### config.mk
export PLATFORM = sky130hd
export DESIGN_NAME = pfc_regs
export DESIGN_NICKNAME = d
export VERILOG_FILES = /design/src/rtl/pfc_pkg.sv /design/src/rtl/pfc_regs.sv
export SDC_FILE = /design/constraint.sdc
export NUM_CORES = 1
export LEC_CHECK = 0
export ABC_AREA = 1
export BUFFER_PORTS_ARGS = -buffer_cell sky130_fd_sc_hd__buf_2
export CORE_ASPECT_RATIO = 0.7
export CORE_UTILIZATION = 52
export CTS_BUF_LIST = sky130_fd_sc_hd__clkbuf_16
export DETAILED_ROUTE_END_ITERATION = 10
export GPL_TIMING_DRIVEN = 0
export PLACE_DENSITY_LB_ADDON = 0.08
export SLEW_MARGIN = 5
export SYNTH_ARGS = -nofsm -noshare
export SYNTH_HDL_FRONTEND = slang
export SYNTH_SLANG_ARGS = --single-unit
### constraint.sdc
create_clock -name clk -period 1.8 [get_ports clk]
set_input_delay 0.09 -clock clk [delete_from_list [all_inputs] [get_ports clk]]
set_output_delay 0.09 -clock clk [all_outputs]
set_load 0.02 [all_outputs]
### src/rtl/pfc_pkg.sv
// ----------------------------------------------------------------------------
// pfc_pkg
// Types, constants and saturation helpers shared by the PID controller with
// feedforward.
// ----------------------------------------------------------------------------
package pfc_pkg;

    localparam int WORD_WIDTH  = 32;
    localparam int FRAC_BITS   = 16;
    localparam int PERIOD_FRAC = WORD_WIDTH - 8;
    localparam int DIV_STEPS   = FRAC_BITS + PERIOD_FRAC;
    localparam int ADDR_WIDTH  = 5;

    typedef logic signed [WORD_WIDTH-1:0] word_t;
    typedef logic signed [WORD_WIDTH:0]   ext_t;
    typedef logic signed [WORD_WIDTH+2:0] wide_t;
    typedef logic        [WORD_WIDTH-2:0] limit_t;

    localparam word_t WMAX = {1'b0, {(WORD_WIDTH-1){1'b1}}};
    localparam word_t WMIN = {1'b1, {(WORD_WIDTH-1){1'b0}}};

    localparam logic [2:0] REG_PROP_GAIN     = 3'd0;
    localparam logic [2:0] REG_INTEGRAL_GAIN = 3'd1;
    localparam logic [2:0] REG_SP_RATE_GAIN  = 3'd2;
    localparam logic [2:0] REG_FB_RATE_GAIN  = 3'd3;
    localparam logic [2:0] REG_FF_GAIN       = 3'd4;
    localparam logic [2:0] REG_ERROR_CLAMP   = 3'd5;
    localparam logic [2:0] REG_INTEG_CLAMP   = 3'd6;
    localparam logic [2:0] REG_OUTPUT_CLAMP  = 3'd7;

    typedef struct packed {
        logic [WORD_WIDTH-1:0] period;
        word_t                 feedforward;
        word_t                 setpoint;
        word_t                 measured;
        logic                  use_external_rate;
        word_t                 external_rate;
    } in_item_t;

    typedef struct packed {
        word_t drive;
        word_t integral_now;
    } out_item_t;

    typedef struct packed {
        word_t  prop_gain;
        word_t  integral_gain;
        word_t  setpoint_rate_gain;
        word_t  feedback_rate_gain;
        word_t  feedforward_gain;
        limit_t error_clamp;
        limit_t integral_clamp;
        limit_t output_clamp;
    } cfg_t;

    function automatic ext_t sext_word(input word_t x);
        return {x[WORD_WIDTH-1], x};
    endfunction

    function automatic wide_t widen(input word_t x);
        return {{3{x[WORD_WIDTH-1]}}, x};
    endfunction

    function automatic word_t sat_word(input wide_t x);
        if (x > widen(WMAX))
            return WMAX;
        else if (x < widen(WMIN))
            return WMIN;
        else
            return x[WORD_WIDTH-1:0];
    endfunction

    function automatic word_t clamp_sym(input word_t x, input limit_t lim);
        word_t l;
        l = {1'b0, lim};
        if (x > l)
            return l;
        else if (x < -l)
            return -l;
        else
            return x;
    endfunction

endpackage

### src/rtl/pfc_regs.sv
// ----------------------------------------------------------------------------
// pfc_regs
// APB-style configuration registers: gains and clamp limits.
// ----------------------------------------------------------------------------
module pfc_regs
    import pfc_pkg::*;
(
    input  logic                  clk,
    input  logic                  rst_n,
    input  logic                  psel,
    input  logic                  penable,
    input  logic                  pwrite,
    input  logic [ADDR_WIDTH-1:0] paddr,
    input  logic [31:0]           pwdata,
    output logic [31:0]           prdata,
    output logic                  pready,
    output cfg_t                  cfg
);

    cfg_t       cfg_reg;
    logic [2:0] index;
    logic       wr_en;

    assign index  = paddr[ADDR_WIDTH-1:2];
    assign wr_en  = psel && penable && pwrite;
    assign pready = 1'b1;
    assign cfg    = cfg_reg;

    always_ff @(posedge clk or negedge rst_n)
    begin
        if (!rst_n)
        begin
            cfg_reg <= '0;
        end
        else if (wr_en)
        begin
            unique case (index)
                REG_PROP_GAIN:     cfg_reg.prop_gain          <= pwdata;
                REG_INTEGRAL_GAIN: cfg_reg.integral_gain      <= pwdata;
                REG_SP_RATE_GAIN:  cfg_reg.setpoint_rate_gain <= pwdata;
                REG_FB_RATE_GAIN:  cfg_reg.feedback_rate_gain <= pwdata;
                REG_FF_GAIN:       cfg_reg.feedforward_gain   <= pwdata;
                REG_ERROR_CLAMP:   cfg_reg.error_clamp        <= pwdata[WORD_WIDTH-2:0];
                REG_INTEG_CLAMP:   cfg_reg.integral_clamp     <= pwdata[WORD_WIDTH-2:0];
                REG_OUTPUT_CLAMP:  cfg_reg.output_clamp       <= pwdata[WORD_WIDTH-2:0];
                default:           cfg_reg                    <= cfg_reg;
            endcase
        end
    end

    always_comb
    begin
        unique case (index)
            REG_PROP_GAIN:     prdata = cfg_reg.prop_gain;
            REG_INTEGRAL_GAIN: prdata = cfg_reg.integral_gain;
            REG_SP_RATE_GAIN:  prdata = cfg_reg.setpoint_rate_gain;
            REG_FB_RATE_GAIN:  prdata = cfg_reg.feedback_rate_gain;
            REG_FF_GAIN:       prdata = cfg_reg.feedforward_gain;
            REG_ERROR_CLAMP:   prdata = {1'b0, cfg_reg.error_clamp};
            REG_INTEG_CLAMP:   prdata = {1'b0, cfg_reg.integral_clamp};
            REG_OUTPUT_CLAMP:  prdata = {1'b0, cfg_reg.output_clamp};
            default:           prdata = '0;
        endcase
    end

endmodule

### After elaboration in Yosys (flattened, before gate mapping)

Index checks and enable logic that the tools add are counted.

* bits in registers: 253
* output and inout port bits: 286
* word-level logic and storage cells: 27

* eq/ne operators: 7
* multiplexer cells: 1
* reduce and logical (&&, ||, !) cells: 11

Operators by type and width (count)
* one-hot mux 32 bit (8 select lines): 1
* AND reduction 2 bit: 8
* equality test 3 bit (second input constant): 4
* equality test 3 x 2 -> 1 bit (second input constant): 2
* equality test 3 x 1 -> 1 bit (second input constant): 1
* zero test 3 bit: 1
* logical AND 1 bit: 2

### Longest topological paths before layout

* word-level depth: 3
* depth in mapped cells: 8

### Worst setup path before layout

OpenSTA, ideal clock, no wires.

* path kind: input to output
* start: in paddr[3]
* end: out prdata[6]
* arrival: 1.092 ns
* slack: 0.618 ns
* stages: 8
* path buffers: 3
* cells stage by stage: buf_4 > inv_2 > buf_6 > clkbuf_1 > nand4_1 > nand2_1 > nor2_1 > nand3_1

* word-level cells in the longest chain between the ends: 2
* elaborated cells on any way between the ends: 9
* classes of those cells: eq/ne (7); mux (1); reduce/logical (1)

RTL lines
* from (decl): RTL line pfc_regs.sv:13 `input logic [ADDR_WIDTH-1:0] paddr,`
* equality test 3 bit, or another cell as far along: RTL line pfc_regs.sv:53 `unique case (index)`
* one-hot mux 32 bit (8 select lines) (*): RTL line pfc_regs.sv:53
* to (decl): RTL line pfc_regs.sv:15 `output logic [31:0] prdata,`

Mark *: on every way between the ends. The rest lies on a longest branch, timed or not.

### Worst setup path in the final report

* start: reg cfg_reg (netlist bit cfg[85])
* end: out prdata[23]

* word-level cells in the longest chain between the ends: 1

RTL lines
* from (decl): RTL line pfc_regs.sv:20 `cfg_t cfg_reg;`
* from (signal assigned): RTL line pfc_regs.sv:46 `default: cfg_reg <= cfg_reg;`
* one-hot mux 32 bit (8 select lines): RTL line pfc_regs.sv:53

No other way between the ends.

==> qor.yml <==
status: "completed"
cts_sinks: 253
cts_buffers: 25
area_growth_pct: 26.0
cap_viol_max_count: 0
clock_skew_ns: 0
required_ns: 1.71
antenna_found_initial: 0
net-switching-power_mw: 7.15
place.gp.congestion: 0.922
worstPathMaxFanout: 3
die_w_um: 182
hpwl_um: 34200
finalWirelength_um: 48600
tns_ns: 0
layout-drive-gt1-share_pct: 26.1
p_leak_nw: 7.85
grtUsageTotal_pct: 41.5
clock_latency_ns: 0.53
layout_setup_ws_ns: 0.0518
dp_slack_ns: -0.0977
r2r_start: "cfg[173]"
hold_slack_ns: 0.0178
syn_area_sq_um: 11800
switching_share_pct: 39.0
ant_nets: 0
intPower_mw: 11.2
drcViolationCount: 0
seq_power_share_pct: 43.4
avgRoutedWirePerCell_um: 23.3
clkTransAtPathRegs_ns: 0.06
synth_top_cell_by_area: "dfrtp_1"
vdd_drop_max_uv: 694
drtIter0Drc: 1673
grt_max_degree: 115
fin_nets: 1830
io_buffers: 322
syn-mean-instance-area_sq_um: 8.39
num_vias: 12800
fill_cells: 1942
grt_pass1_vias: 11600
ys_types: 24
relSlewSlack_pct: 45.7
hold_class: "in2async"
power_frac_comb_pct: 31.0
grt_pass1_wl_um: 71600
antenna_cells: 0
ios: 328
crit_start: "cfg[85]"
cts_buffer_depth: 3
yosys-top-cells-area: "dfrtp_1, nand2_1, nand4_1"
die_h_um: 128
root_buffer: "clkbuf_16"
post-route-min-period_ns: 1.75
worstSetupEndpointType: "primary output"
syn-instance-count: 1404
initial_core_util_pct: 53.6
crit_path_end: "prdata[23]"
cts_tree: "done"
final_max_slew_viol_count: 0
syn_nets: 1446
fmaxAchievable_mhz: 572
seq_area_frac_synth_pct: 53.8
rrSetupSlack_ns: 1.05
worst_pin_slew_ns: 0.814
die-area_sq_um: 23300
dr.pass1.iters: 5
hold_violations: 0
netlist.area_leader.share_pct: 53.8
largest_reg_flops: 253
num_rows: 45
cp.arrival_ns: 1.66
cp-start-kind: "flop"
post-route-period-util_pct: 97.1
post_cts_buffers: 0
core_area_sq_um: 22000
grt-ovfl-total: 0
setup_viol: 0
ff2ff_path_depth: 2
path_class: "reg2out"
power_density_nw_per_um2: 1240
worstReg2RegEnd: "cfg[173]"
htreeDepth: 1
vias_per_cell: 6.13
ys_ff_latch: 253
clkPwrFrac_pct: 25.6
rsz0062_at_grt: "no"
synth_warnings: 0
## routing by layer
| metal | vias up | wire length [um] | part of all wire (%) | global-route usage, % |
|---|---|---|---|---|
| li1 | 5516 | - | - | - |
| met2 | 952 | 20400 | 42 | 60.5 |
| met4 | 0 | 1600 | 3.3 | 13.9 |
| met1 | 6205 | 19600 | 40 | 58.7 |
| met3 | 120 | 7020 | 14 | 13.4 |
| met5 | - | 0 | 0 | 0 |
## area by class of cell
class / instances / area, sq um / area share [%]
Buffer: 115 / 626 / 4.22
Clock buffer: 25 / 626 / 4.22
Clock inverter: 18 / 70.1 / 0.472
Inverter: 69 / 259 / 1.75
Multi-Input combinational cell: 967 / 4570 / 30.8
Sequential cell: 253 / 6330 / 42.7
Tap cell: 282 / 353 / 2.38
Timing Repair Buffer: 357 / 2010 / 13.5
## worst min-delay path by stage
stage               start      end  slack, ns  cells past startpoint
6_report            rst_n  cfg[37]       0.02                      2
2_1_floorplan       rst_n   cfg[0]      -0.21                      0
5_1_grt             rst_n  cfg[37]       0.04                      2
3_5_place_dp        rst_n  cfg[37]      -0.03                      1
4_1_cts          paddr[4]  cfg[92]       0.02                      5
3_3_place_gp   pwdata[18]  cfg[49]       0.31                      3
## cells in the mapped netlist, drive strengths merged
| master | count |
|---|---|
| nand3 | 67 |
| conb | 1 |
| inv | 69 |
| buf | 79 |
| a21oi | 95 |
| nand4 | 155 |
| or2 | 1 |
| nor3 | 3 |
| nand2 | 292 |
| clkbuf | 36 |
| o21ai | 159 |
| dfrtp | 253 |
| nor2 | 194 |
## metrics by stage
stage               instances  utilization [%]  power (mW)  instance area [sq um]
global placement         2008             62.6        13.4                  13700
global route             2086             67.6        19.1                  14800
CTS                      2086             67.5        18.2                  14800
floorplan                1404                -        11.1                  11800
finish                   2086             67.6        18.3                  14800
detailed placement       2010             62.9        13.5                  13800
## worst max-delay path, cell delays in order, from the launching register on
cell	delay (ns)
dfrtp_1	0.42
nand4_1	0.11
nand2_1	0.08
nor2_1	0.20
nand3_1	0.13
buf_2	0.18
## logic make-up (layout without fill, tap and decap cells)
| group | after synthesis | after routing | synth area share (%) |
|---|---|---|---|
| simple gates | 712 | 712 | 27.4 |
| compound gates | 254 | 254 | 11.3 |
| flops | 253 | 253 | 53.8 |
| buf+inv | 184 | 584 | 7.43 |
| other cells | 1 | 1 | 0.0318 |
## timing repair
item,CTS,global route
hold buffers,33,0
gates resized for setup,0,18
setup endpoints to repair,0,24
endpoints found under the hold margin,459,0
## power groups by stage
| stage | Sequential [mW] | Combinational, mW | Clock, mW |
|---|---|---|---|
| after CTS | 7.89 | 5.63 | 4.68 |
| after global routing | 8.06 | 6.10 | 4.91 |
| final | 7.95 | 5.68 | 4.70 |
| after detailed placement | 7.98 | 5.56 | 0 |
| after global placement | 7.96 | 5.45 | 0 |
| after floorplan | 9.29 | 1.82 | 0 |
## layout by cell type (no fill, tap or decap), types with 2 or more instances in the layout
cell	Yosys	final
a21oi_1	95	95
buf_1	4	4
buf_16	0	2
buf_2	54	375
buf_4	11	11
buf_6	10	10
clkbuf_1	36	28
clkbuf_16	0	25
clkbuf_2	0	8
clkinv_1	0	11
clkinv_2	0	2
dfrtp_1	253	253
dlygate4sd3_1	0	33
inv_1	65	70
inv_2	4	4
nand2_1	288	288
nand2_2	4	4
nand3_1	64	64
nand3_2	3	3
nand4_1	155	155
nor2_1	189	189
nor2_4	3	3
nor3_2	3	3
o21ai_0	89	89
o21ai_1	53	53
o21ai_2	17	17
Note: power is estimated with default switching activity, not from simulation.
