==> config.mk <==
export PLATFORM = sky130hd
export DESIGN_NAME = pfc_mul
export DESIGN_NICKNAME = d
export VERILOG_FILES = /design/src/rtl/pfc_pkg.sv /design/src/rtl/pfc_mul.sv
export SDC_FILE = /design/constraint.sdc
export NUM_CORES = 2
export LEC_CHECK = 0
export BUFFER_PORTS_ARGS = -buffer_cell sky130_fd_sc_hd__buf_2
export CAP_MARGIN = 15
export CELL_PAD_IN_SITES_DETAIL_PLACEMENT = 2
export CELL_PAD_IN_SITES_GLOBAL_PLACEMENT = 2
export CORE_MARGIN = 4
export CORE_UTILIZATION = 43
export CTS_CLUSTER_DIAMETER = 100
export CTS_CLUSTER_SIZE = 10
export DETAILED_ROUTE_END_ITERATION = 8
export PLACE_DENSITY_LB_ADDON = 0.1
export SLEW_MARGIN = 15
export SYNTH_ARGS = -nofsm -noshare
export SYNTH_HDL_FRONTEND = slang
export SYNTH_SLANG_ARGS = --single-unit
==> constraint.sdc <==
create_clock -name clk -period 14.7 [get_ports clk]
set_clock_uncertainty 0.15 [all_clocks]
set_input_delay 0.735 -clock clk [delete_from_list [all_inputs] [get_ports clk]]
set_output_delay 0.735 -clock clk [all_outputs]
set_load 0.01 [all_outputs]
==> src/rtl/pfc_pkg.sv <==
// ----------------------------------------------------------------------------
// pfc_pkg
// Types, constants and saturation helpers shared by the PID controller with
// feedforward.
// ----------------------------------------------------------------------------
package pfc_pkg;

    localparam int WORD_WIDTH  = 32;
    localparam int FRAC_BITS   = 16;
    localparam int PERIOD_FRAC = WORD_WIDTH - 8;
    localparam int DIV_STEPS   = FRAC_BITS + PERIOD_FRAC;
    localparam int ADDR_WIDTH  = 5;

    typedef logic signed [WORD_WIDTH-1:0] word_t;
    typedef logic signed [WORD_WIDTH:0]   ext_t;
    typedef logic signed [WORD_WIDTH+2:0] wide_t;
    typedef logic        [WORD_WIDTH-2:0] limit_t;

    localparam word_t WMAX = {1'b0, {(WORD_WIDTH-1){1'b1}}};
    localparam word_t WMIN = {1'b1, {(WORD_WIDTH-1){1'b0}}};

    localparam logic [2:0] REG_PROP_GAIN     = 3'd0;
    localparam logic [2:0] REG_INTEGRAL_GAIN = 3'd1;
    localparam logic [2:0] REG_SP_RATE_GAIN  = 3'd2;
    localparam logic [2:0] REG_FB_RATE_GAIN  = 3'd3;
    localparam logic [2:0] REG_FF_GAIN       = 3'd4;
    localparam logic [2:0] REG_ERROR_CLAMP   = 3'd5;
    localparam logic [2:0] REG_INTEG_CLAMP   = 3'd6;
    localparam logic [2:0] REG_OUTPUT_CLAMP  = 3'd7;

    typedef struct packed {
        logic [WORD_WIDTH-1:0] period;
        word_t                 feedforward;
        word_t                 setpoint;
        word_t                 measured;
        logic                  use_external_rate;
        word_t                 external_rate;
    } in_item_t;

    typedef struct packed {
        word_t drive;
        word_t integral_now;
    } out_item_t;

    typedef struct packed {
        word_t  prop_gain;
        word_t  integral_gain;
        word_t  setpoint_rate_gain;
        word_t  feedback_rate_gain;
        word_t  feedforward_gain;
        limit_t error_clamp;
        limit_t integral_clamp;
        limit_t output_clamp;
    } cfg_t;

    function automatic ext_t sext_word(input word_t x);
        return {x[WORD_WIDTH-1], x};
    endfunction

    function automatic wide_t widen(input word_t x);
        return {{3{x[WORD_WIDTH-1]}}, x};
    endfunction

    function automatic word_t sat_word(input wide_t x);
        if (x > widen(WMAX))
            return WMAX;
        else if (x < widen(WMIN))
            return WMIN;
        else
            return x[WORD_WIDTH-1:0];
    endfunction

    function automatic word_t clamp_sym(input word_t x, input limit_t lim);
        word_t l;
        l = {1'b0, lim};
        if (x > l)
            return l;
        else if (x < -l)
            return -l;
        else
            return x;
    endfunction

endpackage

==> src/rtl/pfc_mul.sv <==
// ----------------------------------------------------------------------------
// pfc_mul
// Shared fixed-point multiplier: sign-magnitude product, shifted right by the
// fraction bits (by PERIOD_FRAC when long_shift is set) with truncation toward
// zero, saturated to the word range. Three-stage pipeline, one operation in
// flight under the sequencer.
module pfc_mul
    import pfc_pkg::*;
(
    input  logic  clk,
    input  logic  rst_n,
    input  logic  start,
    input  logic  long_shift,
    input  ext_t  op_a,
    input  ext_t  op_b,
    output word_t result,
    output logic  done
);

    localparam int PW = 2 * WORD_WIDTH;

    ext_t                  abs_a;
    ext_t                  abs_b;

    logic [WORD_WIDTH-1:0] mag_a_reg;
    logic [WORD_WIDTH-1:0] mag_b_reg;
    logic                  neg1_reg;
    logic                  lsh1_reg;
    logic                  v1_reg;

    logic [PW-1:0]         prod_reg;
    logic                  neg2_reg;
    logic                  lsh2_reg;
    logic                  v2_reg;

    logic [PW-1:0]         shifted;
    logic [PW-1:0]         lim;
    logic [PW-1:0]         mag_r;
    word_t                 result_next;
    word_t                 result_reg;
    logic                  done_reg;

    assign abs_a = op_a[WORD_WIDTH] ? -op_a : op_a;
    assign abs_b = op_b[WORD_WIDTH] ? -op_b : op_b;

    assign shifted = lsh2_reg ? (prod_reg >> PERIOD_FRAC) : (prod_reg >> FRAC_BITS);
    assign lim     = PW'(WMAX) + PW'(neg2_reg);
    assign mag_r   = (shifted > lim) ? lim : shifted;
    assign result_next = neg2_reg ? -word_t'(mag_r[WORD_WIDTH-1:0])
                                  : word_t'(mag_r[WORD_WIDTH-1:0]);

    assign result = result_reg;
    assign done   = done_reg;

    always_ff @(posedge clk or negedge rst_n)
    begin
        if (!rst_n)
        begin
            v1_reg   <= 1'b0;
            v2_reg   <= 1'b0;
            done_reg <= 1'b0;
        end
        else
        begin
            v1_reg   <= start;
            v2_reg   <= v1_reg;
            done_reg <= v2_reg;
        end
    end

    always_ff @(posedge clk)
    begin
        mag_a_reg  <= abs_a[WORD_WIDTH-1:0];
        mag_b_reg  <= abs_b[WORD_WIDTH-1:0];
        neg1_reg   <= op_a[WORD_WIDTH] ^ op_b[WORD_WIDTH];
        lsh1_reg   <= long_shift;
        prod_reg   <= PW'(mag_a_reg) * PW'(mag_b_reg);
        neg2_reg   <= neg1_reg;
        lsh2_reg   <= lsh1_reg;
        result_reg <= result_next;
    end

endmodule

== After elaboration in Yosys (flattened, before gate mapping) ==
Cells that the tools add are included.
Word-level totals
  flip-flop bits (word level): 167
  bits of input ports: 70
  output and inout bits: 33
  word-level logic and storage cells: 23
Cells by class
  add/subtract/negate cells: 4
  multiply operators: 1
  $lt $le $gt $ge: 1
  muxes and demuxes: 5
  bitwise logic cells: 1
Operator list (number)
  32-bit 2-to-1 mux: 4
  32-bit negation: 3
  32-bit by 32-bit multiplier with 64-bit output: 1
  48-bit by 32-bit greater-than comparator with 1-bit output: 1
  48-bit 2-to-1 mux: 1
  31-bit by 1-bit adder with 32-bit output, first input constant: 1
  1-bit bitwise XOR: 1

== Logic depth before layout (Yosys ltp) ==
  depth after elaboration: 5
  gate-level depth with buffers: 28
  gate-level depth less buffers: 27

== Worst setup path after synthesis ==
Ideal clock, no wire load.
  kind: flip-flop to flip-flop
  start point: register mag_b_reg[11]
  end point: register prod_reg[56]
  library setup time: 0.064 ns
  arrival: 7.638 ns
  data required time: 14.486 ns
  slack: 6.849 ns
  stages on the path, launching flop included: 25
  buffers on the path: 1
  clock period less this slack: 7.851 ns
  cells stage by stage: dfxtp_1 > clkbuf_1 > nand2_1 > fa_1 > inv_1 > fa_1 > inv_1 > fa_1 > inv_1 > fa_1 > inv_1 > fa_1 > fa_1 > fa_1 > fa_1 > inv_1 > ha_1 > and4_1 > or3b_2 > a2111oi_0 > o21ai_0 > o31ai_1 > a21boi_0 > or4b_2 > nand4_1
Between the ends
  word-level cells in the longest chain between the ends: 1
RTL lines
  start, declared: RTL line pfc_mul.sv:26  | logic [WORD_WIDTH-1:0] mag_b_reg;
  start signal, assigned: RTL line pfc_mul.sv:74  | mag_b_reg <= abs_b[WORD_WIDTH-1:0];
  32-bit by 32-bit multiplier with 64-bit output: RTL line pfc_mul.sv:77  | prod_reg <= PW'(mag_a_reg) * PW'(mag_b_reg);
  end signal, assigned: RTL line pfc_mul.sv:77
  end, declared: RTL line pfc_mul.sv:31  | logic [PW-1:0] prod_reg;
Every way passes these cells.

== Worst setup path after layout ==
  start point: register mag_b_reg[8]
  end point: register prod_reg[56]
The elaborated chain is that of the path after synthesis.

==> flow_metrics.py <==
metrics = {
    "run_status": {
        "status": "complete, no violations",
    },
    "floorplanning": {
        "die_x_um": 311,
        "dieArea_mm2": 0.0967,
        "design.core.area_mm2": 0.0906,
        "die_y_um": 311,
        "initial_core_util": 0.436,
        "fp-row-count": 110,
        "boundaryPins": 103,
    },
    "place": {
        "pre_cts_ws_ns": 5.31,
        "dp_cells": 5426,
        "io_buffers": 102,
        "dp_hpwl_um": 103000,
        "place.gp.congestion": 0.809,
    },
    "routing": {
        "drtPass1Iterations": 5,
        "drt_iter0_drc": 1185,
        "wire_per_inst_um": 24.0,
        "drc": 0,
        "vias": 29459,
        "drtAntennaViolNets": 0,
        "drt-total-wl_um": 131000,
        "vias_per_cell": 5.40,
    },
    "clock_tree": {
        "ctsResizeCount": 0,
        "cts_tree": "done",
        "clock_path_buffers": 2,
        "insertion_delay_ns": 0.51,
        "cts_buffers": 17,
        "clk_pin_slew_ns": 0.07,
        "cts_htree_levels": 4,
        "clock_sinks": 151,
        "post_cts_buffers": 0,
        "cts_root_buffer": "clkbuf_16",
    },
    "finish": {
        "largest_register_ff_count": 48,
        "fin_cells": 5460,
        "final_common_cell": "inv_1",
        "syn_to_final_growth_pct": 5.64,
        "fillers": 9916,
        "final_cell_mix": "inv_1 (918), fa_1 (895), and2_1 (585)",
        "drive_gt1_frac": 0.0567,
        "fin_nets": 5530,
    },
    "synthesis": {
        "syn_inst": 4315,
        "syn_nets": 5575,
        "syn_avg_cell_area_um2": 9.15,
        "syn_area_mm2": 0.0395,
        "synthFlopType": "dfxtp_1",
        "ys_warn_count": 0,
        "synth_edf_count": 0,
        "synth_cell_type_count": 63,
        "synth_seq_cells": 151,
        "seq_area_frac_synth": 0.0770,
        "async_flop_share": 0.0199,
    },
    "global_route": {
        "grt_max_degree": 64,
        "grt_pass1_vias": 35596,
        "grt_pass1_wl_um": 206000,
        "grt_overflow_total": 0,
        "antenna_found_initial": 5,
        "grt_usage": 0.278,
    },
    "timing": {
        "setup_viol": 0,
        "fin_crit_ns": 9.50,
        "max_freq_mhz": 105,
        "setup_tns_ns": 0,
        "hold_ws_ns": 0.175,
        "hold_viol": 0,
        "grt_setup_unrepaired": "no",
        "worst-slew-pin-transition_ns": 1.09,
        "slew_headroom": 0.270,
        "timing.final.crit_share": 0.647,
        "setup_ws_ns": 5.20,
        "report.final.slew_viol_count": 0,
    },
    "setup_path": {
        "start_kind": "flop",
        "regToRegSetupSlack_ns": 5.20,
        "endpoint_kind": "flop",
        "path_max_fanout": 32,
        "cp.required_ns": 14.99,
        "r2r_start": "mag_b_reg[8]",
        "critPathKind": "flop to flop",
        "cp_data_arrival_time_ns": 9.80,
        "r2r-end": "prod_reg[56]",
        "reg2regPathDepth": 23,
    },
    "min_path": {
        "worstHoldStart": "long_shift",
        "holdCritPathClass": "primary input to flop",
        "hold_end": "lsh1_reg",
        "whs_path_depth": 1,
    },
    "run": {
        "max_cap_viol_count": 0,
    },
}
==> worst max-delay path by stage <==
stage	from	to	slack, ns
global placement	mag_b_reg[8]	prod_reg[56]	5.74
finish	mag_b_reg[8]	prod_reg[56]	5.20
global route	mag_b_reg[8]	prod_reg[56]	4.88
floorplan	mag_b_reg[11]	prod_reg[56]	6.85
CTS	mag_b_reg[8]	prod_reg[56]	5.26
detailed placement	mag_b_reg[8]	prod_reg[56]	5.31
==> cell families (layout without fill, tap and decap cells) <==
| logic type | count (synthesis) | after routing | synth area share |
|---|---|---|---|
| compound gates | 359 | 359 | 0.0574 |
| xor+xnor | 119 | 119 | 0.0264 |
| fa+ha+maj | 1190 | 1190 | 0.547 |
| buf+inv | 1148 | 1116 | 0.109 |
| flops | 151 | 151 | 0.0770 |
| mux | 43 | 43 | 0.0114 |
| other cells | 0 | 1 | 0 |
| simple gates | 1305 | 1305 | 0.171 |
==> cells in the mapped netlist, types with 4 or more instances <==
master / count / share of area
inv_1: 918 / 0.087
fa_1: 895 / 0.45
and2_1: 585 / 0.093
nand2_1: 529 / 0.050
ha_1: 295 / 0.094
clkbuf_1: 221 / 0.021
dfxtp_1: 148 / 0.075
a21oi_1: 109 / 0.014
xnor2_1: 89 / 0.020
o21ai_0: 77 / 0.0098
a21o_1: 50 / 0.0095
nor2_1: 48 / 0.0046
xor2_1: 30 / 0.0067
mux2i_1: 28 / 0.0071
nand4_1: 21 / 0.0033
o31ai_1: 21 / 0.0040
nor3_1: 20 / 0.0025
or3_1: 20 / 0.0032
mux2_2: 15 / 0.0043
nand3_1: 15 / 0.0019
nor4_1: 15 / 0.0024
a31oi_1: 12 / 0.0019
o211ai_1: 11 / 0.0021
o21bai_1: 11 / 0.0021
or4_1: 11 / 0.0021
o21a_1: 10 / 0.0019
a211oi_1: 8 / 0.0015
buf_1: 8 / 0.00076
a21boi_0: 7 / 0.0013
and3_1: 6 / 0.00095
nor3b_1: 6 / 0.0011
o41ai_1: 6 / 0.0013
a2111oi_0: 5 / 0.0011
nand2b_1: 5 / 0.00079
nor2b_1: 5 / 0.00079
a22oi_1: 4 / 0.00076
a311oi_1: 4 / 0.00089
or4_4: 4 / 0.0011
==> layout make-up <==
cell class,instances,area (um^2),share of cell area
well taps,1176,1470,0.0353
flip-flops and latches,151,3060,0.0733
repair buffers,166,993,0.0238
clock inverters,13,148,0.00354
inverters,918,3450,0.0826
multi-input cells,3016,32100,0.770
clock buffers,19,454,0.0109
diodes,1,2.50,0.0000600
==> routing by layer <==
| layer | global-route usage | wire length (um) | up-vias |
|---|---|---|---|
| li1 | - | - | 12784 |
| met1 | 0.330 | 52500 | 16032 |
| met2 | 0.523 | 70500 | 444 |
| met3 | 0.0255 | 3360 | 199 |
| met4 | 0.0967 | 4820 | 0 |
| met5 | 0 | 0 | - |
==> critical path, cell delays in order, from the launching register on <==
cell,delay [ns]
dfxtp_2,1.03
nand2_1,0.19
fa_1,0.59
inv_1,0.07
fa_1,0.53
inv_1,0.05
fa_1,0.52
inv_1,0.05
fa_1,0.41
fa_1,0.50
inv_1,0.07
fa_1,0.59
fa_1,0.44
fa_1,0.50
inv_1,0.04
ha_1,0.40
and4_1,0.28
or3b_2,0.50
a2111oi_0,0.57
o21ai_0,0.45
o31ai_1,0.46
a21boi_0,0.24
or4b_2,0.67
nand4_1,0.09
==> stage by stage <==
stage               utilization  instance area (um^2)
detailed placement        0.454                 41100
finish                    0.460                 41700
global route              0.460                 41700
global placement          0.454                 41100
floorplan                     -                 39500
CTS                       0.460                 41700
==> what timing repair did <==
| action | 4_1_cts | 5_1_grt |
|---|---|---|
| hold buffers | 1 | 0 |
| endpoints found under the hold margin | 3 | 0 |
| setup endpoints to repair | 0 | 0 |
Power is not shown: default switching activity piles up to over one toggle a cycle in this logic, so the estimate is an artifact.
