--- src/rtl/pfc_pkg.sv ---
// ----------------------------------------------------------------------------
// pfc_pkg
// Types, constants and saturation helpers shared by the PID controller with
// feedforward.
// ----------------------------------------------------------------------------
package pfc_pkg;

    localparam int WORD_WIDTH  = 32;
    localparam int FRAC_BITS   = 16;
    localparam int PERIOD_FRAC = WORD_WIDTH - 8;
    localparam int DIV_STEPS   = FRAC_BITS + PERIOD_FRAC;
    localparam int ADDR_WIDTH  = 5;

    typedef logic signed [WORD_WIDTH-1:0] word_t;
    typedef logic signed [WORD_WIDTH:0]   ext_t;
    typedef logic signed [WORD_WIDTH+2:0] wide_t;
    typedef logic        [WORD_WIDTH-2:0] limit_t;

    localparam word_t WMAX = {1'b0, {(WORD_WIDTH-1){1'b1}}};
    localparam word_t WMIN = {1'b1, {(WORD_WIDTH-1){1'b0}}};

    localparam logic [2:0] REG_PROP_GAIN     = 3'd0;
    localparam logic [2:0] REG_INTEGRAL_GAIN = 3'd1;
    localparam logic [2:0] REG_SP_RATE_GAIN  = 3'd2;
    localparam logic [2:0] REG_FB_RATE_GAIN  = 3'd3;
    localparam logic [2:0] REG_FF_GAIN       = 3'd4;
    localparam logic [2:0] REG_ERROR_CLAMP   = 3'd5;
    localparam logic [2:0] REG_INTEG_CLAMP   = 3'd6;
    localparam logic [2:0] REG_OUTPUT_CLAMP  = 3'd7;

    typedef struct packed {
        logic [WORD_WIDTH-1:0] period;
        word_t                 feedforward;
        word_t                 setpoint;
        word_t                 measured;
        logic                  use_external_rate;
        word_t                 external_rate;
    } in_item_t;

    typedef struct packed {
        word_t drive;
        word_t integral_now;
    } out_item_t;

    typedef struct packed {
        word_t  prop_gain;
        word_t  integral_gain;
        word_t  setpoint_rate_gain;
        word_t  feedback_rate_gain;
        word_t  feedforward_gain;
        limit_t error_clamp;
        limit_t integral_clamp;
        limit_t output_clamp;
    } cfg_t;

    function automatic ext_t sext_word(input word_t x);
        return {x[WORD_WIDTH-1], x};
    endfunction

    function automatic wide_t widen(input word_t x);
        return {{3{x[WORD_WIDTH-1]}}, x};
    endfunction

    function automatic word_t sat_word(input wide_t x);
        if (x > widen(WMAX))
            return WMAX;
        else if (x < widen(WMIN))
            return WMIN;
        else
            return x[WORD_WIDTH-1:0];
    endfunction

    function automatic word_t clamp_sym(input word_t x, input limit_t lim);
        word_t l;
        l = {1'b0, lim};
        if (x > l)
            return l;
        else if (x < -l)
            return -l;
        else
            return x;
    endfunction

endpackage

--- src/rtl/pfc_recip.sv ---
// ----------------------------------------------------------------------------
// pfc_recip
// Restoring divider, one quotient bit per cycle: rate = 2^DIV_STEPS / period,
// saturated to the largest positive word; zero period gives zero rate.
// ----------------------------------------------------------------------------
module pfc_recip
    import pfc_pkg::*;
(
    input  logic                  clk,
    input  logic                  rst_n,
    input  logic                  start,
    input  logic [WORD_WIDTH-1:0] period,
    output word_t                 rate,
    output logic                  ready
);

    localparam int CNT_W = $clog2(DIV_STEPS);

    logic [WORD_WIDTH-1:0] p_reg;
    logic [WORD_WIDTH-1:0] rem_reg;
    logic [WORD_WIDTH-2:0] q_reg;
    logic                  sat_reg;
    logic [CNT_W-1:0]      cnt_reg;
    logic                  busy_reg;
    logic                  ready_reg;

    logic [WORD_WIDTH:0]   rem_shift;
    logic                  take;
    logic [WORD_WIDTH:0]   rem_sub;
    logic [WORD_WIDTH-1:0] rem_next;
    logic [WORD_WIDTH-1:0] q_next;

    assign rem_shift = {rem_reg, 1'b0};
    assign take      = rem_shift >= {1'b0, p_reg};
    assign rem_sub   = rem_shift - {1'b0, p_reg};
    assign rem_next  = take ? rem_sub[WORD_WIDTH-1:0] : rem_shift[WORD_WIDTH-1:0];
    assign q_next    = {q_reg, take};

    assign rate  = sat_reg ? WMAX : {1'b0, q_reg};
    assign ready = ready_reg;

    always_ff @(posedge clk or negedge rst_n)
    begin
        if (!rst_n)
        begin
            busy_reg  <= 1'b0;
            ready_reg <= 1'b0;
            cnt_reg   <= '0;
            sat_reg   <= 1'b0;
        end
        else if (start)
        begin
            p_reg   <= period;
            cnt_reg <= '0;
            sat_reg <= 1'b0;
            if (period == '0)
            begin
                q_reg     <= '0;
                rem_reg   <= '0;
                busy_reg  <= 1'b0;
                ready_reg <= 1'b1;
            end
            else
            begin
                q_reg     <= (period == WORD_WIDTH'(1)) ? (WORD_WIDTH-1)'(1) : '0;
                rem_reg   <= (period == WORD_WIDTH'(1)) ? '0 : WORD_WIDTH'(1);
                busy_reg  <= 1'b1;
                ready_reg <= 1'b0;
            end
        end
        else if (busy_reg)
        begin
            rem_reg <= rem_next;
            q_reg   <= q_next[WORD_WIDTH-2:0];
            sat_reg <= sat_reg | q_next[WORD_WIDTH-1];
            if (cnt_reg == CNT_W'(DIV_STEPS - 1))
            begin
                busy_reg  <= 1'b0;
                ready_reg <= 1'b1;
            end
            else
            begin
                cnt_reg <= cnt_reg + CNT_W'(1);
            end
        end
    end

endmodule

--- config.mk ---
export PLATFORM = sky130hd
export DESIGN_NAME = pfc_recip
export DESIGN_NICKNAME = d
export VERILOG_FILES = /design/src/rtl/pfc_pkg.sv /design/src/rtl/pfc_recip.sv
export SDC_FILE = /design/constraint.sdc
export NUM_CORES = 1
export LEC_CHECK = 0
export ABC_AREA = 1
export BUFFER_PORTS_ARGS = -buffer_cell sky130_fd_sc_hd__buf_2
export CAP_MARGIN = 20
export CELL_PAD_IN_SITES_DETAIL_PLACEMENT = 0
export CELL_PAD_IN_SITES_GLOBAL_PLACEMENT = 1
export CORE_ASPECT_RATIO = 1.5
export CORE_MARGIN = 1
export CORE_UTILIZATION = 41
export CTS_BUF_LIST = sky130_fd_sc_hd__clkbuf_8
export DETAILED_ROUTE_END_ITERATION = 8
export HOLD_SLACK_MARGIN = 0.1
export PLACE_DENSITY_LB_ADDON = 0.1
export REMOVE_ABC_BUFFERS = 1
export SYNTH_ARGS = -nofsm -noshare
export SYNTH_HDL_FRONTEND = slang
export SYNTH_SLANG_ARGS = --single-unit
export TNS_END_PERCENT = 30
--- constraint.sdc ---
create_clock -name clk -period 2.1 [get_ports clk]
set_input_delay 0.105 -clock clk [delete_from_list [all_inputs] [get_ports clk]]
set_output_delay 0.105 -clock clk [all_outputs]
set_load 0.005 [all_outputs]
# ---- Word-level counts from Yosys, hierarchy flattened
# Cells that the tools add are included.
dict set report word_totals {
  reg_bits 104
  output_inout_bits 33
  wordCells 44
}
dict set report op_classes {
  n_addsub 2
  order_cmp 1
  eq_ne 3
  n_mux 23
  bitwise_logic 1
  n_reduce_logical 7
}
# operator n
set op_table {}
lappend op_table {{$mux 32} 3}
lappend op_table {{$mux 31} 3}
lappend op_table {{$ge 33x32->1} 1}
lappend op_table {{$eq 32x1->1 const B} 1}
lappend op_table {{$logic_not 32->1} 1}
lappend op_table {{$sub 32x32->32} 1}
lappend op_table {{$mux 6} 3}
lappend op_table {{$mux 1} 14}
lappend op_table {{$reduce_and 2->1} 4}
lappend op_table {{$add 6x1->6 const B} 1}
lappend op_table {{$eq 6x6->1 const B} 1}
lappend op_table {{$reduce_bool 2->1} 2}
lappend op_table {{$ne 2x2->1 const B} 1}
lappend op_table {{$or 1x1->1} 1}

# ---- Longest topological paths before layout
# Gate-level depths: netlist (run 1).
dict set report depth {
  ltp_word 4
  depth_mapped 17
}

# ---- Worst setup path before layout (run 1)
# No wires, ideal clock.
dict set report synth_path {
  path_type {in2reg}
  start {input start}
  end {register q_reg[0], enable pin}
  setup_time_ps 422
  arrival_ps 1772
  setup_slack_ps -94
  cell_stages 3
  n_path_buf 1
  cell_sequence {clkbuf_1 -> nand2_1 -> nand2_1}
}
dict set report synth_between {
  elab_chain_cells 2
}
# element line_no
set synth_lines {}
lappend synth_lines {{from (decl)} pfc_recip.sv:11} ;# input logic start,
lappend synth_lines {{$reduce_bool 2->1 (no line)} n/a}
lappend synth_lines {{$reduce_and 2->1 (no line)} n/a}
lappend synth_lines {{to (signal assigned)} pfc_recip.sv:65} ;# q_reg <= (period == WORD_WIDTH'(1)) ? (WORD_WIDTH-1)'(1) : '0;
lappend synth_lines {{to (signal assigned)} pfc_recip.sv:74} ;# q_reg <= q_next[WORD_WIDTH-2:0];
lappend synth_lines {{to (decl)} pfc_recip.sv:21} ;# logic [WORD_WIDTH-2:0] q_reg;
# Every way passes these cells.
# A chain may end at the register's enable or synchronous reset.

# ---- Worst setup path after layout (run 1)
dict set report layout_path {
  start {register rem_reg[16]}
  end {register rem_reg[19], data pin}
}
dict set report layout_between {
  elab_chain_cells 4
  elab_cells_between_ends 5
}
# element line_no
set layout_lines {}
lappend layout_lines {{from (decl)} pfc_recip.sv:20} ;# logic [WORD_WIDTH-1:0] rem_reg;
lappend layout_lines {{from (signal assigned)} pfc_recip.sv:66} ;# rem_reg <= (period == WORD_WIDTH'(1)) ? '0 : WORD_WIDTH'(1);
lappend layout_lines {{from (signal assigned)} pfc_recip.sv:73} ;# rem_reg <= rem_next;
lappend layout_lines {{$sub 32x32->32 or $ge 33x32->1 (tied branches)} {pfc_recip.sv:35, pfc_recip.sv:34}}
lappend layout_lines {{$mux 32 *} pfc_recip.sv:36} ;# assign rem_next = take ? rem_sub[WORD_WIDTH-1:0] : rem_shift[WORD_WIDTH-1:0];
lappend layout_lines {{$mux 32 *} pfc_recip.sv:71} ;# else if (busy_reg)
lappend layout_lines {{$mux 32 *} pfc_recip.sv:51} ;# else if (start)
# Every way passes the cells marked *; elsewhere a longest branch is shown, timed or not. The select of a mux whose other input is x is not followed.

==> results of run 1 <==
-- per-stage QoR --
stage          instances  area [um2]
2_1_floorplan        984        7192
3_3_place_gp        1358        8567
3_5_place_dp        1358        8567
4_1_cts             1425        9787
5_1_grt             1434       10110
6_report            1434       10110
-- worst max-delay path, delay by kind of cell, from the launching register on --
family / cells / cell delay [ps]
buffers and inverters: 2 / 200
adders and majority gates: 1 / 340
DFF: 1 / 450
and+or+nand+nor: 10 / 890
-- worst paths after layout --
kind,endpoint,depth (start not counted),start
max in group asynchronous,sat_reg,3,rst_n
hold / removal,p_reg[6],2,period[6]
hold reg to reg,cnt_reg[5],1,cnt_reg[5]
setup reg to reg,rem_reg[19],13,rem_reg[16]
setup / recovery,rem_reg[19],13,rem_reg[16]
min in group asynchronous,cnt_reg[0],3,rst_n
-- cell usage after synthesis (all sizes together) (9+ instances only) --
cell type,count
nand3,37
and2,9
nand3b,23
xor2,15
dfrtp,9
buf,10
edfxtp,95
a21oi,21
clkbuf,10
ha,33
nand2,344
inv,208
nor2,156
-- power by group --
group / total [uW] / switching [uW] / leakage, uW / internal [uW]
logic: 4020 / 2200 / 0.00394 / 1820
clock network: 1290 / 832 / 0.000100 / 460
registers: 2710 / 148 / 0.00106 / 2560
total: 8020 / 3180 / 0.00510 / 4840
-- logic make-up after synthesis --
logic type / count (synthesis) / share of synthesized area
other: 1 / 0.0005133
and+or+nand+nor: 587 / 0.3506
AOI/OAI and AO/OA: 33 / 0.02483
xor gates and xnor gates: 17 / 0.02038
adders and majority gates: 34 / 0.05926
buffers and inverters: 228 / 0.1231
DFF: 104 / 0.4213
-- timing repair --
item | 4_1_cts | 5_1_grt
hold buffers | 35 | 0
setup endpoints to repair | 33 | 33
gates cloned | 1 | 0
endpoints found under the hold margin | 44 | 0
pin swaps | 30 | 30
buffers inserted | 17 | 9
resized for setup | 96 | 67
-- area by class of cell --
class	instances	area [um2]
clock buffer	9	123.9
clock inverter	7	66.31
fill	1696	7315
inverter	208	795.8
multi-input combinational	672	4115
sequential	104	3078
tap	213	266.5
timing repair buffer	221	1662
-- per-layer routing --
metal | up-vias | GRT usage | share of wire
li1 | 3476 | - | -
met1 | 3022 | 0.2630 | 0.41
met2 | 145 | 0.4571 | 0.53
met3 | 34 | 0.02847 | 0.033
met4 | 0 | 0.09091 | 0.029
met5 | - | 0 | 0
==> flow_summary.json, run 1 <==
{
  "min_period_over_period": 1.009,
  "critPathRequiredTime_ps": 2260,
  "die_area_um2": 18370,
  "ys_types": 39,
  "fp.dieH_um": 165.5,
  "yosys_most_used_dff": "edfxtp_1",
  "postSynthAreaPerCell_um2": 7.277,
  "grt_max_degree": 37,
  "port_buffers": 66,
  "seq_area_frac_synth": 0.4213,
  "cap_violations": 0,
  "dr.pass1.iters": 7,
  "drive_gt1_frac": 0.3047,
  "dp_hpwl_um": 15320,
  "die_width_um": 111.0,
  "worst-path-max-fanout": 7,
  "hold_viol": 0,
  "setup_ws_ps": -18.19,
  "wl_per_cell_um": 14.64,
  "synth_cells": 1004,
  "critical_path.max_stage_delay_ps": 450,
  "synth_warnings": 0,
  "htree_num_levels": 3,
  "ant_nets": 0,
  "clkTransAtPathRegs_ps": 120,
  "grt_pass1_vias": 6635,
  "initial_core_util": 0.4193,
  "cts_made_buffers": 9,
  "synth_area_leaders": "edfxtp_1 39%, nand2_1 17%, inv_1 10%",
  "final_common_cell": "nand2_1",
  "grt_first_pass_wirelength_um": 33130,
  "cts_tree": "built",
  "whs_ps": 426.0,
  "cp_slowest_cell": "edfxtp_1",
  "routed_wl_um": 20990,
  "post-route-util": 0.5801,
  "setup_violations": 8,
  "drc": 5,
  "cts_num_sinks": 104,
  "drt_iter0_drc": 287,
  "outcome": "finished with violations",
  "timing.setup.tns_ps": -103.1,
  "place_congestion": 0.8575,
  "synth_edf_count": 95,
  "clk_latency_ps": 390,
  "n_antenna_cell": 0,
  "hold_path_class": "in -> reg",
  "gr-total-overflow": 0,
  "period_needed_ps": 2118,
  "async_flop_share": 0.08654,
  "clock_skew_ps": 14.89,
  "vias_per_cell": 4.656,
  "syn_to_final_growth_pct": 38.35,
  "track_usage": 0.2363,
  "ys_seq_elements": 104,
  "critPathKind": "reg -> reg",
  "core-area_um2": 17420,
  "slew_violations": 0,
  "syn_area_um2": 7306,
  "clockBufferDepth": 2,
  "critPathArrivalTime_ps": 2280,
  "yosys.area.top_type": "edfxtp_1",
  "fin_nets": 1285,
  "vias": 6677,
  "crit_chain": "ha_4, nand2_2, nor2_4, nand2_2, nor2_4, nand3_2, nand3_2, inv_4, nand2_8, buf_12, nand2_1, nand2_1, nor2_1",
  "p_leak_uw": 0.005097,
  "total_power_uw": 8015,
  "max_slew_margin": 0.6567,
  "mostFrequentLayoutCells": "292 x nand2_1, 201 x inv_1, 111 x buf_4",
  "r2r_slack_ps": -20,
  "tightest_slew_ps": 514.9,
  "rsz0062_at_grt": "yes",
  "violations": "DRC, setup timing",
  "grt_antenna_before_repair": 0,
  "peakVddDrop_mv": 0.3968,
  "start_kind": "flop",
  "cts-root-buf": "clkbuf_8",
  "rows": 59,
  "p_per_area_nw_per_um2": 793.0,
  "place_ws_ps": -214.8,
  "endpoint_kind": "flop",
  "synth_top_cell_area_share": 0.3905,
  "fmax_mhz": 472.1,
  "io_pins": 68
}
Power figures use the tool's default switching activity.
==> run 2, diff against run 1 <==
--- a/config.mk
+++ b/config.mk
@@ -6,15 +6,15 @@
 export NUM_CORES = 1
 export LEC_CHECK = 0
 export ABC_AREA = 1
-export BUFFER_PORTS_ARGS = -buffer_cell sky130_fd_sc_hd__buf_2
 export CAP_MARGIN = 20
 export CELL_PAD_IN_SITES_DETAIL_PLACEMENT = 0
 export CELL_PAD_IN_SITES_GLOBAL_PLACEMENT = 1
 export CORE_ASPECT_RATIO = 1.5
 export CORE_MARGIN = 1
-export CORE_UTILIZATION = 41
+export CORE_UTILIZATION = 44
 export CTS_BUF_LIST = sky130_fd_sc_hd__clkbuf_8
 export DETAILED_ROUTE_END_ITERATION = 8
+export DONT_BUFFER_PORTS = 1
 export HOLD_SLACK_MARGIN = 0.1
 export PLACE_DENSITY_LB_ADDON = 0.1
 export REMOVE_ABC_BUFFERS = 1
==> flow_summary.json, run 2 (synthesized netlist as in run 1, its figures left out) <==
{
  "cap_violations": 0,
  "routed_wl_um": 20260,
  "syn_to_final_growth_pct": 36.26,
  "drc": 0,
  "endpoint_kind": "flop",
  "r2r_slack_ps": -50,
  "final_common_cell": "nand2_1",
  "cp_num_buf_inv": 2,
  "cts_num_sinks": 104,
  "finalNonFillerCells": 1389,
  "clock_skew_ps": 17.26,
  "vias": 6559,
  "place_inst": 1291,
  "outcome": "finished with violations",
  "dp_hpwl_um": 15260,
  "wl_per_cell_um": 14.59,
  "clkTransAtPathRegs_ps": 110,
  "cp_slowest_cell": "edfxtp_1",
  "gr-total-overflow": 0,
  "p_leak_uw": 0.004921,
  "critPathKind": "reg -> reg",
  "port_buffers": 0,
  "drive_gt1_frac": 0.2485,
  "hold_viol": 0,
  "rsz0062_at_grt": "yes",
  "n_antenna_cell": 0,
  "fmax_mhz": 465.0,
  "mostFrequentLayoutCells": "293 x nand2_1, 197 x inv_1, 106 x nor2_1, 106 x buf_4, 95 x edfxtp_1",
  "track_usage": 0.2537,
  "setup_ws_ps": -50.49,
  "drt_iter0_drc": 282,
  "start_kind": "flop",
  "min_period_over_period": 1.024,
  "cts-root-buf": "clkbuf_8",
  "violations": "setup timing",
  "fill_cells": 1521,
  "grt_max_degree": 47,
  "rows": 57,
  "cp.depth": 13,
  "die_width_um": 107.2,
  "clockBufferDepth": 2,
  "fp.dieH_um": 159.8,
  "initial_core_util": 0.4513,
  "critPathArrivalTime_ps": 2310,
  "dr.pass1.iters": 4,
  "period_needed_ps": 2150,
  "cts_tree": "built",
  "ant_nets": 0,
  "worst-path-max-fanout": 7,
  "die_area_um2": 17130,
  "core-area_um2": 16190,
  "slew_violations": 0,
  "vias_per_cell": 4.722,
  "fin_nets": 1247,
  "setup_violations": 12,
  "htree_num_levels": 3,
  "io_pins": 68,
  "place_congestion": 0.8858,
  "p_per_area_nw_per_um2": 786.8,
  "clk_latency_ps": 400,
  "grt_antenna_before_repair": 0,
  "whs_path_depth": 3,
  "post-route-util": 0.6149,
  "cts_made_buffers": 9,
  "reg2regPathDepth": 13,
  "grt_first_pass_wirelength_um": 33270,
  "critPathRequiredTime_ps": 2260,
  "crit_family": "simple AND/OR/NAND/NOR gates",
  "hold_path_class": "in -> reg",
  "peakVddDrop_mv": 0.4663,
  "critical_path.max_stage_delay_ps": 450,
  "crit_chain": "ha_4, nand2_2, nor2_4, nand2_2, nor2_4, nand3_2, nand3_2, inv_4, nand2_8, buf_12, nand2_1, nand2_1, nor2_1",
  "grt_pass1_vias": 7066
}
[run 2: layer usage]
layer  vias to the layer above  part of all wire  track usage
met1                      2996              0.40       0.2770
li1                       3397                 -            -
met2                       125              0.54       0.4801
met5                         -                 0            0
met4                         0             0.035       0.1127
met3                        41             0.027      0.02980
[run 2: area by class of cell]
type,instances,area (um2),share of cell area
Sequential cell,104,3078,0.3092
Multi-Input combinational cell,672,4006,0.4025
Inverter,208,795.8,0.07994
Clock inverter,7,65.06,0.006536
Clock buffer,9,123.9,0.01244
Tap cell,206,257.7,0.02589
Timing Repair Buffer,183,1628,0.1635
[run 2: report_power, final]
part / internal (uW) / total [uW] / switching (uW)
clock: 454 / 1250 / 792
combinational: 1770 / 3880 / 2110
sequential: 2560 / 2700 / 145
[run 2: repair_timing]
action	CTS	global route
setup endpoints to repair	33	33
resized for setup	95	47
endpoints found under the hold margin	81	0
setup buffers	7	5
gates cloned	1	0
pin swaps	18	17
hold buffers	69	0
[run 2: worst min-delay path, delay by kind of cell]
family                 cells  cell delay [ps]
AOI/OAI and AO/OA          1              140
buffers and inverters      2              270
[run 2: metrics by stage]
step / setup slack (ps) / hold WS (ps) / area (um2) / setup TNS (ps) / power [uW]
6_report: -50.49 / 153.4 / 9955 / -321.9 / 7832
5_1_grt: -166.5 / 149.1 / 9955 / -3924 / 8393
4_1_cts: -27.61 / 122.3 / 9754 / -327.1 / 7726
3_5_place_dp: -240.1 / -190.4 / 8260 / -6640 / 5857
3_3_place_gp: -247.6 / -190.4 / 8260 / -5043 / 5836
2_1_floorplan: -61.71 / -190.6 / 7192 / -3888 / 4614
[run 2: final timing paths]
path                       startpoint          end
max                        rem_reg[8]  rem_reg[23]
max in group asynchronous       rst_n        ready
max reg2reg                rem_reg[8]  rem_reg[23]
min                             start      sat_reg
min reg2reg                cnt_reg[5]   cnt_reg[5]
min in group asynchronous       rst_n   cnt_reg[1]
==> run 3, diff against run 2 <==
--- a/config.mk
+++ b/config.mk
@@ -15,9 +15,11 @@
 export CTS_BUF_LIST = sky130_fd_sc_hd__clkbuf_8
 export DETAILED_ROUTE_END_ITERATION = 8
 export DONT_BUFFER_PORTS = 1
+export GPL_TIMING_DRIVEN = 0
 export HOLD_SLACK_MARGIN = 0.1
 export PLACE_DENSITY_LB_ADDON = 0.1
 export REMOVE_ABC_BUFFERS = 1
+export SKIP_LAST_GASP = 1
 export SYNTH_ARGS = -nofsm -noshare
 export SYNTH_HDL_FRONTEND = slang
 export SYNTH_SLANG_ARGS = --single-unit
==> flow_summary.json, run 3 (synthesized netlist as in run 1, its figures left out) <==
{
  "outcome": "finished with violations",
  "violations": "setup timing",
  "endpoint_kind": "flop",
  "period_needed_ps": 2234,
  "crit_family": "simple AND/OR/NAND/NOR gates",
  "cp_slowest_cell": "edfxtp_1",
  "routed_wl_um": 20470,
  "p_per_area_nw_per_um2": 823.7,
  "cap_violations": 0,
  "setup_ws_ps": -134.4,
  "cts_tree": "built",
  "ant_nets": 0,
  "rows": 57,
  "wl_per_cell_um": 15.86,
  "hold_viol": 0,
  "syn_to_final_growth_pct": 25.54,
  "drive_gt1_frac": 0.1862,
  "critPathKind": "reg -> reg",
  "track_usage": 0.2503,
  "grt_antenna_before_repair": 0,
  "hold_path_class": "in -> reg",
  "clkTransAtPathRegs_ps": 120,
  "cts-root-buf": "clkbuf_8",
  "p_leak_uw": 0.004452,
  "crit_chain": "ha_4, nand2_2, nor2_4, inv_2, nor2_4, and3_4, nand2_8, nand2_8, inv_16, nor2_2, nor2_1",
  "dr_wl_met2_um": 10860,
  "dr.pass1.iters": 5,
  "clock_skew_ps": 19.61,
  "io_pins": 68,
  "htree_num_levels": 3,
  "start_kind": "flop",
  "critPathArrivalTime_ps": 2390,
  "clk_latency_ps": 400,
  "initial_core_util": 0.4513,
  "core-area_um2": 16190,
  "reg2reg_to": "rem_reg[31]",
  "fmax_mhz": 447.5,
  "r2r_start": "rem_reg[22]",
  "gr-total-overflow": 0,
  "cp_num_buf_inv": 2,
  "place_congestion": 0.8874,
  "grt_max_degree": 64,
  "cts_made_buffers": 9,
  "vias": 6287,
  "mostFrequentLayoutCells": "304 x nand2_1, 203 x inv_1, 110 x nor2_1",
  "clockBufferDepth": 2,
  "tightest_slew_ps": 1005,
  "die_area_um2": 17130,
  "min_period_over_period": 1.064,
  "reg2regPathDepth": 11,
  "drt_iter0_drc": 267,
  "n_antenna_cell": 0,
  "dp_hpwl_um": 14180,
  "vias_per_cell": 4.870,
  "worst-path-max-fanout": 12,
  "setup_violations": 33,
  "max_slew_margin": 0.3240,
  "grt_pass1_vias": 6449,
  "grt_first_pass_wirelength_um": 32260,
  "rsz0062_at_grt": "yes",
  "total_power_uw": 7554,
  "die_width_um": 107.2,
  "fp.dieH_um": 159.8,
  "critical_path.max_stage_delay_ps": 460,
  "drc": 0,
  "fin_nets": 1149,
  "wl_met3_um": 481,
  "peakVddDrop_mv": 0.5319,
  "hold_start": "period[10]",
  "critPathRequiredTime_ps": 2250,
  "r2r_slack_ps": -130,
  "slew_violations": 0,
  "whs_endpoint": "busy_reg",
  "highest_layer": "met4",
  "place_ws_ps": -597.2,
  "cts_num_sinks": 104,
  "post-route-util": 0.5665,
  "whs_path_depth": 4,
  "drt-met1-wl_um": 8380,
  "final_common_cell": "nand2_1",
  "port_buffers": 0
}
[run 3: worst register-to-register path, cell delays in order, from the launching register on]
cell	delay, ps
edfxtp_1	460
ha_4	340
nand2_2	100
nor2_4	140
inv_2	70
nor2_4	90
and3_4	240
nand2_8	120
nand2_8	200
inv_16	90
nor2_2	110
nor2_1	50
[run 3: layout make-up]
type                            count  area [um2]
Fill cell                        1607        7018
Multi-Input combinational cell    675        3999
Sequential cell                   104        3078
Inverter                          208       809.5
Timing Repair Buffer               79       794.5
Tap cell                          206       257.7
Clock buffer                        9       123.9
Clock inverter                      7       77.57
Timing Repair inverter              3       31.28
[run 3: per-layer routing]
metal,vias to the layer above,GRT usage
li1,3215,-
met1,2931,0.2807
met2,107,0.4654
met3,34,0.02898
met4,0,0.1115
met5,-,0
[run 3: worst max-delay path by stage]
| stage | start | endpoint | slack [ps] | depth (start not counted) |
|---|---|---|---|---|
| final | rem_reg[22] | rem_reg[31] | -130 | 11 |
| after global routing | rem_reg[1] | rem_reg[30] | -240 | 14 |
| after CTS | rem_reg[23] | rem_reg[30] | -110 | 15 |
| after detailed placement | rem_reg[15] | rem_reg[26] | -600 | 14 |
| after global placement | busy_reg | rem_reg[15] | -980 | 2 |
| after floorplan | busy_reg | q_reg[0] | -60 | 2 |
[run 3: power breakdown]
group / total (uW) / internal [uW] / switching, uW
registers: 2710 / 2560 / 146
clock network: 1350 / 569 / 777
logic: 3500 / 1410 / 2090
[run 3: timing repair]
item | in CTS | in global routing
pin swaps | 22 | 16
buffers inserted | 27 | 14
setup endpoints to repair | 33 | 33
resized for setup | 82 | 42
gates cloned | 5 | 1
hold endpoints to repair | 75 | 0
hold buffers | 35 | 0
[run 3: per-stage QoR]
stage | instance area [um2] | hold WS [ps] | TNS (ps) | std cells
6_report | 9171 | 109.3 | -3294 | 1291
5_1_grt | 9171 | 153.6 | -6658 | 1291
4_1_cts | 8876 | 116.7 | -2592 | 1275
3_5_place_dp | 7512 | -190.4 | -15000 | 1192
3_3_place_gp | 7450 | -190.4 | -75620 | 1190
2_1_floorplan | 7192 | -190.6 | -3888 | 984
